## config.mk

```make
export PLATFORM = sky130hd
export DESIGN_NAME = fir_filter_direct_form
export DESIGN_NICKNAME = d
export VERILOG_FILES = /design/src/rtl/fir_pkg.sv /design/src/rtl/fir_tap_store.sv /design/src/rtl/fir_digit_mac.sv /design/src/rtl/fir_ctrl.sv /design/src/rtl/fir_filter_direct_form.sv
export SDC_FILE = /design/constraint.sdc
export NUM_CORES = 2
export LEC_CHECK = 0
export BUFFER_PORTS_ARGS = -buffer_cell sky130_fd_sc_hd__buf_2
export CAP_MARGIN = 20
export CORE_UTILIZATION = 60
export CTS_BUF_LIST = sky130_fd_sc_hd__clkbuf_8
export CTS_CLUSTER_SIZE = 24
export DETAILED_ROUTE_END_ITERATION = 16
export GPL_ROUTABILITY_DRIVEN = 0
export PLACE_DENSITY = 0.76
export SETUP_SLACK_MARGIN = 0.4
export SLEW_MARGIN = 10
export SYNTH_ARGS = -nofsm -noshare
export SYNTH_HDL_FRONTEND = slang
export SYNTH_HIERARCHICAL = 1
export SYNTH_SLANG_ARGS = --single-unit
```

## constraint.sdc

```tcl
create_clock -name clock -period 5.9 [get_ports clock]
set_input_delay 0 -clock clock [delete_from_list [all_inputs] [get_ports clock]]
set_output_delay 0 -clock clock [all_outputs]
set_load 0.03 [all_outputs]
```

## src/rtl/fir_pkg.sv

```systemverilog
// Shared types and constants for the direct-form FIR filter.
package fir_pkg;

   localparam int SAMPLE_W    = 16;
   localparam int COEFF_W     = 16;
   localparam int OUT_W       = 38;
   localparam int TAPCNT_W    = 7;
   localparam int CIDX_W      = 6;
   localparam int DIGIT_W     = 4;
   localparam int NUM_DIGITS  = COEFF_W / DIGIT_W;
   localparam int DIGIT_CNT_W = $clog2(NUM_DIGITS);
   localparam int PROD_W      = SAMPLE_W + COEFF_W;
   localparam int PP_W        = SAMPLE_W + DIGIT_W + 1;
   localparam int HI_W        = PP_W - DIGIT_W;

   localparam logic [TAPCNT_W-1:0] TAP_COUNT_RESET = 7'd64;

   localparam logic MODE_FILTER = 1'b0;
   localparam logic MODE_COEFF  = 1'b1;

   typedef enum logic [2:0] {
      ST_CLEAR,
      ST_IDLE,
      ST_FETCH,
      ST_LOAD,
      ST_MUL,
      ST_ACC,
      ST_DONE
   } state_type;

   typedef struct packed {
      logic clear;
      logic load;
      logic step;
      logic last;
      logic accum;
   } mac_ctrl_type;

   typedef struct packed {
      logic dl_we;
      logic coef_we;
   } store_ctrl_type;

endpackage

```

## src/rtl/fir_tap_store.sv

```systemverilog
// Delay-line and coefficient memories with registered reads.
module fir_tap_store import fir_pkg::*; #(
   parameter int MAX_TAPS = 64,
   localparam int AW = $clog2(MAX_TAPS)
) (
   input  logic                       clock,
   input  store_ctrl_type             store_ctrl,
   input  logic [AW-1:0]              dl_waddr,
   input  logic signed [SAMPLE_W-1:0] dl_wdata,
   input  logic [AW-1:0]              dl_raddr,
   output logic signed [SAMPLE_W-1:0] dl_rdata,
   input  logic [AW-1:0]              coef_waddr,
   input  logic signed [COEFF_W-1:0]  coef_wdata,
   input  logic [AW-1:0]              coef_raddr,
   output logic signed [COEFF_W-1:0]  coef_rdata
);

   logic signed [SAMPLE_W-1:0] dl_mem   [MAX_TAPS];
   logic signed [COEFF_W-1:0]  coef_mem [MAX_TAPS];
   logic signed [SAMPLE_W-1:0] dl_rdata_ff;
   logic signed [COEFF_W-1:0]  coef_rdata_ff;

   always_ff @(posedge clock) begin
      if (store_ctrl.dl_we) begin
         dl_mem[dl_waddr] <= dl_wdata;
      end
      dl_rdata_ff <= dl_mem[dl_raddr];
   end

   always_ff @(posedge clock) begin
      if (store_ctrl.coef_we) begin
         coef_mem[coef_waddr] <= coef_wdata;
      end
      coef_rdata_ff <= coef_mem[coef_raddr];
   end

   assign dl_rdata   = dl_rdata_ff;
   assign coef_rdata = coef_rdata_ff;

endmodule

```

## src/rtl/fir_digit_mac.sv

```systemverilog
// Radix-16 digit-serial multiplier feeding the tap accumulator.
module fir_digit_mac import fir_pkg::*; (
   input  logic                       clock,
   input  logic                       reset,
   input  mac_ctrl_type               mac_ctrl,
   input  logic signed [SAMPLE_W-1:0] mult_in,
   input  logic signed [COEFF_W-1:0]  coef_in,
   output logic signed [OUT_W-1:0]    acc
);

   logic signed [SAMPLE_W-1:0] mcand_ff;
   logic [COEFF_W-1:0]         coef_sr_ff, coef_sr_in;
   logic signed [HI_W-1:0]     hi_ff, hi_in;
   logic [SAMPLE_W-1:0]        lo_ff, lo_in;
   logic signed [OUT_W-1:0]    acc_ff, acc_in;

   logic [DIGIT_W-1:0]       digit;
   logic signed [DIGIT_W:0]  digit_s;
   logic signed [PP_W-1:0]   pp;
   logic signed [PP_W-1:0]   sum;
   logic [PROD_W-1:0]        prod;

   // lower digits are unsigned, the top digit carries the sign weight
   always_comb begin
      digit   = coef_sr_ff[DIGIT_W-1:0];
      digit_s = mac_ctrl.last ? {digit[DIGIT_W-1], digit} : {1'b0, digit};
      pp      = mcand_ff * digit_s;
      sum     = {{(PP_W-HI_W){hi_ff[HI_W-1]}}, hi_ff} + pp;
      prod    = {hi_ff[SAMPLE_W-1:0], lo_ff};
   end

   always_comb begin
      coef_sr_in = coef_sr_ff;
      hi_in      = hi_ff;
      lo_in      = lo_ff;
      if (mac_ctrl.load) begin
         coef_sr_in = coef_in;
         hi_in      = '0;
         lo_in      = '0;
      end else if (mac_ctrl.step) begin
         coef_sr_in = coef_sr_ff >> DIGIT_W;
         hi_in      = sum[PP_W-1:DIGIT_W];
         lo_in      = {sum[DIGIT_W-1:0], lo_ff[SAMPLE_W-1:DIGIT_W]};
      end
   end

   always_comb begin
      acc_in = acc_ff;
      if (mac_ctrl.clear) begin
         acc_in = '0;
      end else if (mac_ctrl.accum) begin
         acc_in = acc_ff + {{(OUT_W-PROD_W){prod[PROD_W-1]}}, prod};
      end
   end

   always_ff @(posedge clock) begin
      if (mac_ctrl.load) begin
         mcand_ff <= mult_in;
      end
      coef_sr_ff <= coef_sr_in;
      hi_ff      <= hi_in;
      lo_ff      <= lo_in;
   end

   always_ff @(posedge clock) begin
      if (reset) begin
         acc_ff <= '0;
      end else begin
         acc_ff <= acc_in;
      end
   end

   assign acc = acc_ff;

endmodule

```

## src/rtl/fir_ctrl.sv

```systemverilog
// Sequencer: clearing pass, coefficient writes and the per-tap shift/MAC walk.
module fir_ctrl import fir_pkg::*; #(
   parameter int MAX_TAPS = 64,
   localparam int AW = $clog2(MAX_TAPS)
) (
   input  logic                       clock,
   input  logic                       reset,
   input  logic [TAPCNT_W-1:0]        tap_count,
   input  logic                       req_valid,
   output logic                       req_stall,
   input  logic                       req_mode,
   input  logic signed [SAMPLE_W-1:0] req_sample,
   input  logic [CIDX_W-1:0]          req_coeff_index,
   input  logic signed [COEFF_W-1:0]  req_coeff_value,
   input  logic                       out_free,
   output logic                       result_load,
   output mac_ctrl_type               mac_ctrl,
   output logic signed [SAMPLE_W-1:0] mult_in,
   output store_ctrl_type             store_ctrl,
   output logic [AW-1:0]              dl_waddr,
   output logic signed [SAMPLE_W-1:0] dl_wdata,
   output logic [AW-1:0]              dl_raddr,
   input  logic signed [SAMPLE_W-1:0] dl_rdata,
   output logic [AW-1:0]              coef_waddr,
   output logic signed [COEFF_W-1:0]  coef_wdata,
   output logic [AW-1:0]              coef_raddr
);

   localparam int CW = $clog2(MAX_TAPS + 1);
   localparam int TW = (CW > TAPCNT_W) ? CW : TAPCNT_W;
   localparam int XW = (AW > CIDX_W) ? AW : CIDX_W;
   localparam logic [AW-1:0] LAST_IDX = AW'(MAX_TAPS - 1);
   localparam logic [TW-1:0] MAX_TAPS_C = TW'(MAX_TAPS);
   localparam logic [DIGIT_CNT_W-1:0] LAST_DIGIT = DIGIT_CNT_W'(NUM_DIGITS - 1);

   state_type state_ff, state_in;
   logic [AW-1:0]              idx_ff, clr_idx_ff;
   logic [DIGIT_CNT_W-1:0]     dig_cnt_ff;
   logic signed [SAMPLE_W-1:0] sample_ff;

   logic                accept;
   logic                coef_in_range;
   logic [TW-1:0]       tc_ext, tc_m1;
   logic [XW-1:0]       cidx_ext;
   logic [AW-1:0]       start_idx;
   logic                last_digit;
   logic signed [SAMPLE_W-1:0] new_val;

   // active taps clamped to 1..MAX_TAPS, walk starts at the oldest one
   always_comb begin
      tc_ext = TW'(tap_count);
      tc_m1  = tc_ext - TW'(1);
      if (tap_count == '0) begin
         start_idx = '0;
      end else if (tc_ext > MAX_TAPS_C) begin
         start_idx = LAST_IDX;
      end else begin
         start_idx = tc_m1[AW-1:0];
      end
      cidx_ext      = XW'(req_coeff_index);
      coef_in_range = 32'(req_coeff_index) < 32'(MAX_TAPS);
   end

   assign accept     = req_valid && !req_stall;
   assign last_digit = dig_cnt_ff == LAST_DIGIT;
   assign new_val    = (idx_ff == '0) ? sample_ff : dl_rdata;

   always_comb begin
      state_in = state_ff;
      unique case (state_ff)
         ST_CLEAR: begin
            if (clr_idx_ff == LAST_IDX) state_in = ST_IDLE;
         end
         ST_IDLE: begin
            if (accept && req_mode == MODE_FILTER) state_in = ST_FETCH;
         end
         ST_FETCH: state_in = ST_LOAD;
         ST_LOAD:  state_in = ST_MUL;
         ST_MUL: begin
            if (last_digit) state_in = ST_ACC;
         end
         ST_ACC: begin
            state_in = (idx_ff == '0) ? ST_DONE : ST_FETCH;
         end
         ST_DONE: begin
            if (out_free) state_in = ST_IDLE;
         end
         default: state_in = ST_CLEAR;
      endcase
   end

   always_comb begin
      req_stall   = 1'b1;
      result_load = 1'b0;
      mac_ctrl    = '0;
      store_ctrl  = '0;
      dl_waddr    = idx_ff;
      dl_wdata    = new_val;
      dl_raddr    = idx_ff - AW'(1);
      coef_waddr  = cidx_ext[AW-1:0];
      coef_wdata  = req_coeff_value;
      coef_raddr  = idx_ff;
      mult_in     = new_val;
      mac_ctrl.last = last_digit;
      unique case (state_ff)
         ST_CLEAR: begin
            store_ctrl.dl_we   = 1'b1;
            store_ctrl.coef_we = 1'b1;
            dl_waddr           = clr_idx_ff;
            dl_wdata           = '0;
            coef_waddr         = clr_idx_ff;
            coef_wdata         = '0;
         end
         ST_IDLE: begin
            req_stall          = 1'b0;
            mac_ctrl.clear     = accept && req_mode == MODE_FILTER;
            store_ctrl.coef_we = accept && req_mode == MODE_COEFF && coef_in_range;
         end
         ST_FETCH: begin
         end
         ST_LOAD: begin
            mac_ctrl.load    = 1'b1;
            store_ctrl.dl_we = 1'b1;
         end
         ST_MUL: begin
            mac_ctrl.step = 1'b1;
         end
         ST_ACC: begin
            mac_ctrl.accum = 1'b1;
         end
         ST_DONE: begin
            result_load = out_free;
         end
         default: begin
         end
      endcase
   end

   always_ff @(posedge clock) begin
      if (reset) begin
         state_ff   <= ST_CLEAR;
         clr_idx_ff <= '0;
         idx_ff     <= '0;
         dig_cnt_ff <= '0;
      end else begin
         state_ff <= state_in;
         if (state_ff == ST_CLEAR) begin
            clr_idx_ff <= clr_idx_ff + AW'(1);
         end
         if (state_ff == ST_IDLE && accept && req_mode == MODE_FILTER) begin
            idx_ff <= start_idx;
         end else if (state_ff == ST_ACC && idx_ff != '0) begin
            idx_ff <= idx_ff - AW'(1);
         end
         if (state_ff == ST_LOAD) begin
            dig_cnt_ff <= '0;
         end else if (state_ff == ST_MUL) begin
            dig_cnt_ff <= dig_cnt_ff + DIGIT_CNT_W'(1);
         end
      end
   end

   always_ff @(posedge clock) begin
      if (accept && req_mode == MODE_FILTER) begin
         sample_ff <= req_sample;
      end
   end

endmodule

```

## src/rtl/fir_filter_direct_form.sv

```systemverilog
// Direct-form FIR filter top level: tap-count register, output register, datapath.
//
// Request channel (req_*): valid/stall. req_mode selects a sample (filter) or a
// coefficient write. A coefficient write gives no response; an index at or
// beyond MAX_TAPS is dropped.
// Response channel (rsp_*): valid/stall, one rsp_filtered per sample request,
// the exact sum of delay-line entries times coefficients over the active taps.
// csr_wr_en/csr_wr_data load tap_count (reset 64); zero acts as 1, values above
// MAX_TAPS act as MAX_TAPS. Write it only while the filter is idle.
// Sequence: for each of the N active taps the sequencer steps through memory
// fetch, load, four radix-16 multiplier digits and accumulate; requests stay
// stalled meanwhile, and the next request is taken right after the response is
// handed to the output register.
// Reset: a clearing pass zeroes every entry of both memories, with req_stall
// held high; tap_count is reset at once and may be written meanwhile.
// Receiver stall: the response waits in the output register; further requests
// are still taken, and a finished sample waits until that register frees up.
module fir_filter_direct_form import fir_pkg::*; #(
   parameter int MAX_TAPS = 64,
   localparam int AW = $clog2(MAX_TAPS)
) (
   input  logic                       clock,
   input  logic                       reset,
   input  logic                       csr_wr_en,
   input  logic [TAPCNT_W-1:0]        csr_wr_data,
   input  logic                       req_valid,
   output logic                       req_stall,
   input  logic                       req_mode,
   input  logic signed [SAMPLE_W-1:0] req_sample,
   input  logic [CIDX_W-1:0]          req_coeff_index,
   input  logic signed [COEFF_W-1:0]  req_coeff_value,
   output logic                       rsp_valid,
   input  logic                       rsp_stall,
   output logic signed [OUT_W-1:0]    rsp_filtered
);

   logic [TAPCNT_W-1:0]        tap_count_ff;
   logic                       rsp_valid_ff, rsp_valid_in;
   logic signed [OUT_W-1:0]    rsp_filtered_ff;

   logic                       out_free;
   logic                       result_load;
   mac_ctrl_type               mac_ctrl;
   store_ctrl_type             store_ctrl;
   logic signed [SAMPLE_W-1:0] mult_in;
   logic [AW-1:0]              dl_waddr, dl_raddr, coef_waddr, coef_raddr;
   logic signed [SAMPLE_W-1:0] dl_wdata, dl_rdata;
   logic signed [COEFF_W-1:0]  coef_wdata, coef_rdata;
   logic signed [OUT_W-1:0]    acc;

   // tap count register
   always_ff @(posedge clock) begin
      if (reset) begin
         tap_count_ff <= TAP_COUNT_RESET;
      end else if (csr_wr_en) begin
         tap_count_ff <= csr_wr_data;
      end
   end

   // output register: free when empty or being taken this cycle
   assign out_free = !rsp_valid_ff || !rsp_stall;

   always_comb begin
      rsp_valid_in = rsp_valid_ff;
      if (result_load) begin
         rsp_valid_in = 1'b1;
      end else if (!rsp_stall) begin
         rsp_valid_in = 1'b0;
      end
   end

   always_ff @(posedge clock) begin
      if (reset) begin
         rsp_valid_ff <= 1'b0;
      end else begin
         rsp_valid_ff <= rsp_valid_in;
      end
   end

   always_ff @(posedge clock) begin
      if (result_load) begin
         rsp_filtered_ff <= acc;
      end
   end

   assign rsp_valid    = rsp_valid_ff;
   assign rsp_filtered = rsp_filtered_ff;

   fir_ctrl #(
      .MAX_TAPS(MAX_TAPS)
   ) u_ctrl (
      .clock           (clock),
      .reset           (reset),
      .tap_count       (tap_count_ff),
      .req_valid       (req_valid),
      .req_stall       (req_stall),
      .req_mode        (req_mode),
      .req_sample      (req_sample),
      .req_coeff_index (req_coeff_index),
      .req_coeff_value (req_coeff_value),
      .out_free        (out_free),
      .result_load     (result_load),
      .mac_ctrl        (mac_ctrl),
      .mult_in         (mult_in),
      .store_ctrl      (store_ctrl),
      .dl_waddr        (dl_waddr),
      .dl_wdata        (dl_wdata),
      .dl_raddr        (dl_raddr),
      .dl_rdata        (dl_rdata),
      .coef_waddr      (coef_waddr),
      .coef_wdata      (coef_wdata),
      .coef_raddr      (coef_raddr)
   );

   fir_tap_store #(
      .MAX_TAPS(MAX_TAPS)
   ) u_store (
      .clock      (clock),
      .store_ctrl (store_ctrl),
      .dl_waddr   (dl_waddr),
      .dl_wdata   (dl_wdata),
      .dl_raddr   (dl_raddr),
      .dl_rdata   (dl_rdata),
      .coef_waddr (coef_waddr),
      .coef_wdata (coef_wdata),
      .coef_raddr (coef_raddr),
      .coef_rdata (coef_rdata)
   );

   fir_digit_mac u_mac (
      .clock    (clock),
      .reset    (reset),
      .mac_ctrl (mac_ctrl),
      .mult_in  (mult_in),
      .coef_in  (coef_rdata),
      .acc      (acc)
   );

endmodule
```

# Word level (Yosys, flattened, before mapping)
# Memory sizes are Yosys's and may differ from the RTL's. A register that Yosys moved wholly into a read port is not among the register bits.
# Index checks and enable logic that the tools add are counted.
op_classes:
  add_sub_neg: 6
  reduce_logical: 19
  eq_ne: 13
  n_mux: 32
  shifts: 0
  n_bitwise: 1
  multipliers: 1
  div_mod_pow: 0
  magnitude_cmp: 1
op_table:
  columns: ["operator", "n"]
  rows:
  - ["2-to-1 mux 16 bit", 5]
  - ["adder 38 bit", 1]
  - ["2-to-1 mux 6 bit", 6]
  - ["adder 21 bit", 1]
  - ["multiplier 16 x 5 -> 21 bit", 1]
  - ["one-hot mux 3 bit (7 select lines)", 1]
  - ["2-to-1 mux 3 bit", 5]
  - ["2-to-1 mux 1 bit", 13]
  - ["subtractor 6 x 1 -> 6 bit, second input constant", 2]
  - ["inequality test 2 x 1 -> 1 bit, second input constant", 5]
  - ["== test 3 bit, second input constant", 3]
  - ["> comparator 7 bit, second input constant", 1]
  - ["logical NOT 7 bit", 1]
  - ["adder 6 x 1 -> 6 bit, second input constant", 1]
  - ["== test 3 x 2 -> 1 bit, second input constant", 2]
  - ["== test 6 bit, second input constant", 1]
  - ["logical AND 1 bit", 6]
  - ["logical NOT 6 bit", 1]
  - ["nonzero test 6 bit", 1]
  - ["OR reduction 2 bit", 3]
  - ["2-to-1 mux 5 bit", 1]
  - ["AND reduction 4 bit", 1]
  - ["nonzero test 2 bit", 2]
  - ["== test 3 x 1 -> 1 bit, second input constant", 1]
  - ["other kinds (7)", 8]
totals:
  rom_bits: 0
  output_inout_bits: 40
  wordCells: 88
  reg_bits: 182
  latch_bits: 0
  ram_bits: 2048
  input_bits: 51
  n_memories: 2
memory_table:
  columns: ["name", "depth", "width", "read_ports", "rd_clocked_by_memory_dff", "wr", "line_no", "rtl"]
  rows:
  - ["u_store.coef_mem", 64, 16, 1, 1, 1, "fir_tap_store.sv:19", "logic signed [COEFF_W-1:0] coef_mem [MAX_TAPS];"]
  - ["u_store.dl_mem", 64, 16, 1, 1, 1, "fir_tap_store.sv:18", "logic signed [SAMPLE_W-1:0] dl_mem [MAX_TAPS];"]

# Depth between registers and ports, before layout
logic_depth:
  depth_word: 6
  mapped_depth: 21
  ltp_nobuf: 20

# By module
# The synthesis kept the hierarchy.
modules_own_cells:
  columns: ["module", "instances", "seq_area_each_um2", "area_per_inst_um2", "cells_each"]
  rows:
  - ["fir_tap_store", 1, 62139.6, 79258.5, 3526]
  - ["fir_digit_mac", 1, 2382.3, 8780.9, 939]
  - ["fir_ctrl", 1, 820.8, 2239.6, 249]
  - ["fir_filter_direct_form", 1, 1301.2, 1430.1, 65]

# Worst setup path before layout
# OpenSTA, ideal clock, no wires.
synth_timing:
  kind: "flip-flop to flip-flop"
  start: "reg u_ctrl.dig_cnt_ff[0]"
  end: "reg u_mac.hi_ff[15]"
  setup_ns: 0.128
  synth_period_minus_slack_ns: 5.290
  arrival_time_ns: 5.163
  path_stages_with_launch: 22
  t_required_ns: 5.772
  path_buffers: 1
  setup_slack_ns: 0.610
  path_cell_list: "dfxtp_1 -> ha_1 -> buf_4 -> nand2_1 -> or2_2 -> fa_1 -> fa_1 -> inv_1 -> fa_1 -> inv_1 -> fa_1 -> inv_1 -> fa_1 -> a211oi_1 -> o21bai_1 -> a31oi_1 -> o22ai_1 -> o21ai_0 -> o21ai_0 -> xor2_1 -> mux2i_1 -> nor2_1"
synth_via:
  elab_chain_cells: 4
synth_lines:
  columns: ["element", "line_no", "rtl"]
  rows:
  - ["start: declaration", "fir_ctrl.sv:38", "logic [DIGIT_CNT_W-1:0] dig_cnt_ff;"]
  - ["start signal: assignment", "fir_ctrl.sv:158", "dig_cnt_ff <= dig_cnt_ff + DIGIT_CNT_W'(1);"]
  - ["== test 2 bit", "fir_ctrl.sv:65", "assign last_digit = dig_cnt_ff == LAST_DIGIT;"]
  - ["via u_ctrl.last_digit", "fir_ctrl.sv:46", "logic last_digit;"]
  - ["2-to-1 mux 5 bit", "fir_digit_mac.sv:26", "digit_s = mac_ctrl.last ? {digit[DIGIT_W-1], digit} : {1'b0, digit};"]
  - ["multiplier 16 x 5 -> 21 bit", "fir_digit_mac.sv:27", "pp = mcand_ff * digit_s;"]
  - ["adder 21 bit", "fir_digit_mac.sv:28", "sum = {{(PP_W-HI_W){hi_ff[HI_W-1]}}, hi_ff} + pp;"]
  - ["end signal: assignment", "fir_digit_mac.sv:61", "hi_ff <= hi_in;"]
  - ["end: declaration", "fir_digit_mac.sv:13", "logic signed [HI_W-1:0] hi_ff, hi_in;"]
# The timed path passes the listed nets, and every way through them passes these cells.
# A chain may end at the register's enable or synchronous reset.

==> metrics.md <==
| Metric | Value |
|---|---|
| Pwr Density | `292.6 nW/um2` |
| Antenna violations before repair | `10` |
| Fill cells | `9519` |
| Clk buf depth | `4` |
| Crit path required time | `6.78 ns` |
| Initial core utilization | `0.6037` |
| Status | `finished, final reports clean` |
| Dpl cell area | `95260 um2` |
| Area grow syn2layout | `12.05%` |
| Commonest non-fill, non-tap cell in the layout | `edfxtp_1` |
| Die X | `393.0 um` |
| WP data arrival | `6.13 ns` |
| Clk_lat worst skew | `1.06 ns` |
| Max cap viols | `0` |
| Routed vias/inst | `6.349` |
| Largest net degree at the start of global routing | `118` |
| Top_reg_cell synth | `edfxtp_1` |
| CP max FO | `3` |
| Startpoint Class | `register` |
| Avg WL per Cell | `28.35 um` |
| Share of cells above drive strength 1 | `0.2542` |
| GRT overflow | `0` |
| Final setup fails | `0` |
| Setup Skew | `0.1158 ns` |
| Routed WL | `215.2 mm` |
| Cell area after layout | `102800 um2` |
| Hold WC Path Type | `in2reg` |
| Leakage power | `34.85 nW` |
| Root buf cell | `clkbuf_8` |
| RSZ-0062 raised after global routing | `no` |
| Overall Power | `30.07 mW` |
| Netlist Area Pre-Place | `91710 um2` |
| Number of synthesized flops with an enable pin | `2134` |
| Fin. Hold Viols | `0` |
| DRT iter0 DRCs | `5427` |
| Num CTS Buffers | `361` |
| Syn. warnings | `6` |
| Clk sink count | `2262` |
| Num ports | `91` |
| Worst-path clk slew | `0.07 ns` |
| Setup TNS | `0 ns` |
| Post-synthesis cell count | `4779` |
| Final setup margin | `0.6545 ns` |
| Seq/Total Area, Yosys | `0.7267` |
| NumNets Final | `5503` |
| Core box area | `151900 um2` |
| Synth Register Bits | `2262` |
| # port buffers | `90` |
| Mapped Nets | `4981` |
| Final Core Density | `0.6765` |
| Tmin final | `5.245 ns` |
| Crit Path Category | `reg2reg` |
| Period utilisation layout | `0.8891` |
| First-pass GRT wire length | `313.3 mm` |
| CTS tree | `built` |
| Total GRT Usage | `0.2820` |
| CP Capture Type | `register` |
| Commonest cells after routing, fill and taps aside | `edfxtp_1 (2134), mux4_2 (491), clkbuf_8 (384), nor2_1 (292), inv_1 (234)` |
| Relative slew slack | `0.2776` |
| # DRC | `0` |
| Dpl ws | `0.2832 ns` |
| Antenna-violating nets left | `0` |
| 1st-pass router iterations | `5` |
| Number of global-route vias before repair | `48.34k` |
| Distinct cells, synth | `91` |
| F_max | `190.6 MHz` |
| Post-DP HPWL | `129.6 mm` |
| Worst VDD drop | `0.0002391 V` |
| Async set-or-reset flop fraction in the synthesized netlist | `0` |
| Die H | `393.0 um` |
| Reg2Reg Setup Slack | `0.65 ns` |
| # H-tree levels | `5` |
| Worst slew pin tran | `1.082 ns` |
| Final Max Slew Viols | `0` |
| Syn Area/Cell | `19.19 um2` |
| Num rows | `143` |
| DIE AREA | `154400 um2` |
| Vias | `48.19k` |
-- cell type report --
type | count | area [um2] | share of cell area
sequential | 2262 | 66660 | 0.6487
clock inverter | 237 | 1224 | 0.01191
timing repair buffer | 411 | 3181 | 0.03095
tap | 2030 | 2540 | 0.02472
antenna | 1 | 2.502 | 0.00002435
multi-input combinational | 2149 | 23420 | 0.2279
inverter | 116 | 450.4 | 0.004383
clock buffer | 384 | 5285 | 0.05143
-- final timing paths --
| path | from | end | cells after the start |
|---|---|---|---|
| max | u_ctrl/dig_cnt_ff[1] | u_mac/hi_ff[16] | 20 |
| min | reset | u_ctrl/clr_idx_ff[3] | 3 |
| max reg2reg | u_ctrl/dig_cnt_ff[1] | u_mac/hi_ff[16] | 20 |
| min reg2reg | u_mac/acc[29] | rsp_filtered[29] | 0 |
-- critical path, cell delays in order (launching register included) --
cell	delay [ns]
dfxtp_1	0.35
ha_2	0.19
nand2_1	0.08
or2_2	0.29
fa_1	0.49
fa_1	0.52
inv_1	0.06
fa_1	0.53
inv_1	0.05
fa_1	0.50
inv_1	0.09
ha_4	0.25
a211oi_2	0.24
o21bai_1	0.12
a31oi_2	0.28
o41ai_4	0.13
o21ai_2	0.20
nor3_1	0.07
or3_1	0.36
xnor2_1	0.13
a211oi_1	0.22
-- state kept, by name (all words and copies together) (netlist names), 7 cells and up --
register and flops:
tap_count_ff 7, u_mac/acc 38, u_store/coef_rdata 16, u_store/dl_mem 1024, rsp_filtered 38, u_ctrl/sample_ff 16
u_mac/mcand_ff 16, u_mac/hi_ff 17, u_store/dl_rdata 16, u_mac/coef_sr_ff 16, u_mac/lo_ff 16, u_store/coef_mem 1024
-- repair_timing --
action | 4_1_cts | 5_1_grt
gates resized for setup | 1 | 11
gates cloned | 0 | 0
setup endpoints to repair | 3 | 5
hold buffers | 85 | 0
pin swaps | 1 | 7
hold endpoints to repair | 935 | 0
setup buffers | 0 | 4
-- logic make-up after synthesis --
| logic type | share of synthesized area |
|---|---|
| compound gates | 0.03695 |
| fa+ha+maj | 0.02609 |
| xor+xnor | 0.006112 |
| mux | 0.1441 |
| buf+inv | 0.01991 |
| flops | 0.7267 |
| simple gates | 0.04014 |
-- synthesized netlist by cell type, drive strengths merged (12+ instances only) --
cell	n	area, um2
nand2	135	506.7
o41ai	15	138.9
dfxtp	128	2562
a21o	25	187.7
buf	158	1015
o221ai	12	111.4
a21oi	64	327.8
nor2b	35	221.5
o21ai	85	432.9
xor2	23	201.4
nor2	293	1100
a221oi	19	172.7
edfxtp	2134	64080
xnor2	41	359.1
fa	67	1341
o22ai	67	419.2
mux4	499	11270
nand3	58	290.3
a22oi	47	352.8
nand4	24	150.1
nor3	32	165.2
o21a	13	97.59
ha	84	1051
clkbuf	92	350.3
mux2i	125	1251
and2	98	615.6
o21bai	14	105.1
mux2	59	698.2
and3	12	76.33
a211oi	65	513.0
nand2b	20	125.1
inv	114	427.9
-- where the power goes --
group	internal (mW)	total [mW]	switching (mW)	leakage (nW)
logic	0.147	0.392	0.245	10.4
registers	17.4	17.4	0.0332	20.6
clock network	6.37	12.2	5.87	3.82
total	23.9	30.1	6.15	34.8
-- per-stage QoR --
| step | hold WS [ns] | instances |
|---|---|---|
| detailed placement | 0.1784 | 6875 |
| finish | 0.1321 | 7590 |
| CTS | 0.01297 | 7581 |
| global placement | 0.1774 | 6873 |
| global route | 0.09635 | 7590 |
| floorplan | 0.09887 | 4779 |
-- per-layer routing --
metal	track usage	vias up	part of all wire
li1	-	20360	-
met1	0.3927	24820	0.38
met2	0.4333	2593	0.48
met3	0.06719	404	0.10
met4	0.1175	12	0.038
met5	0	-	0.00037
(Power assumes the default switching activity.)
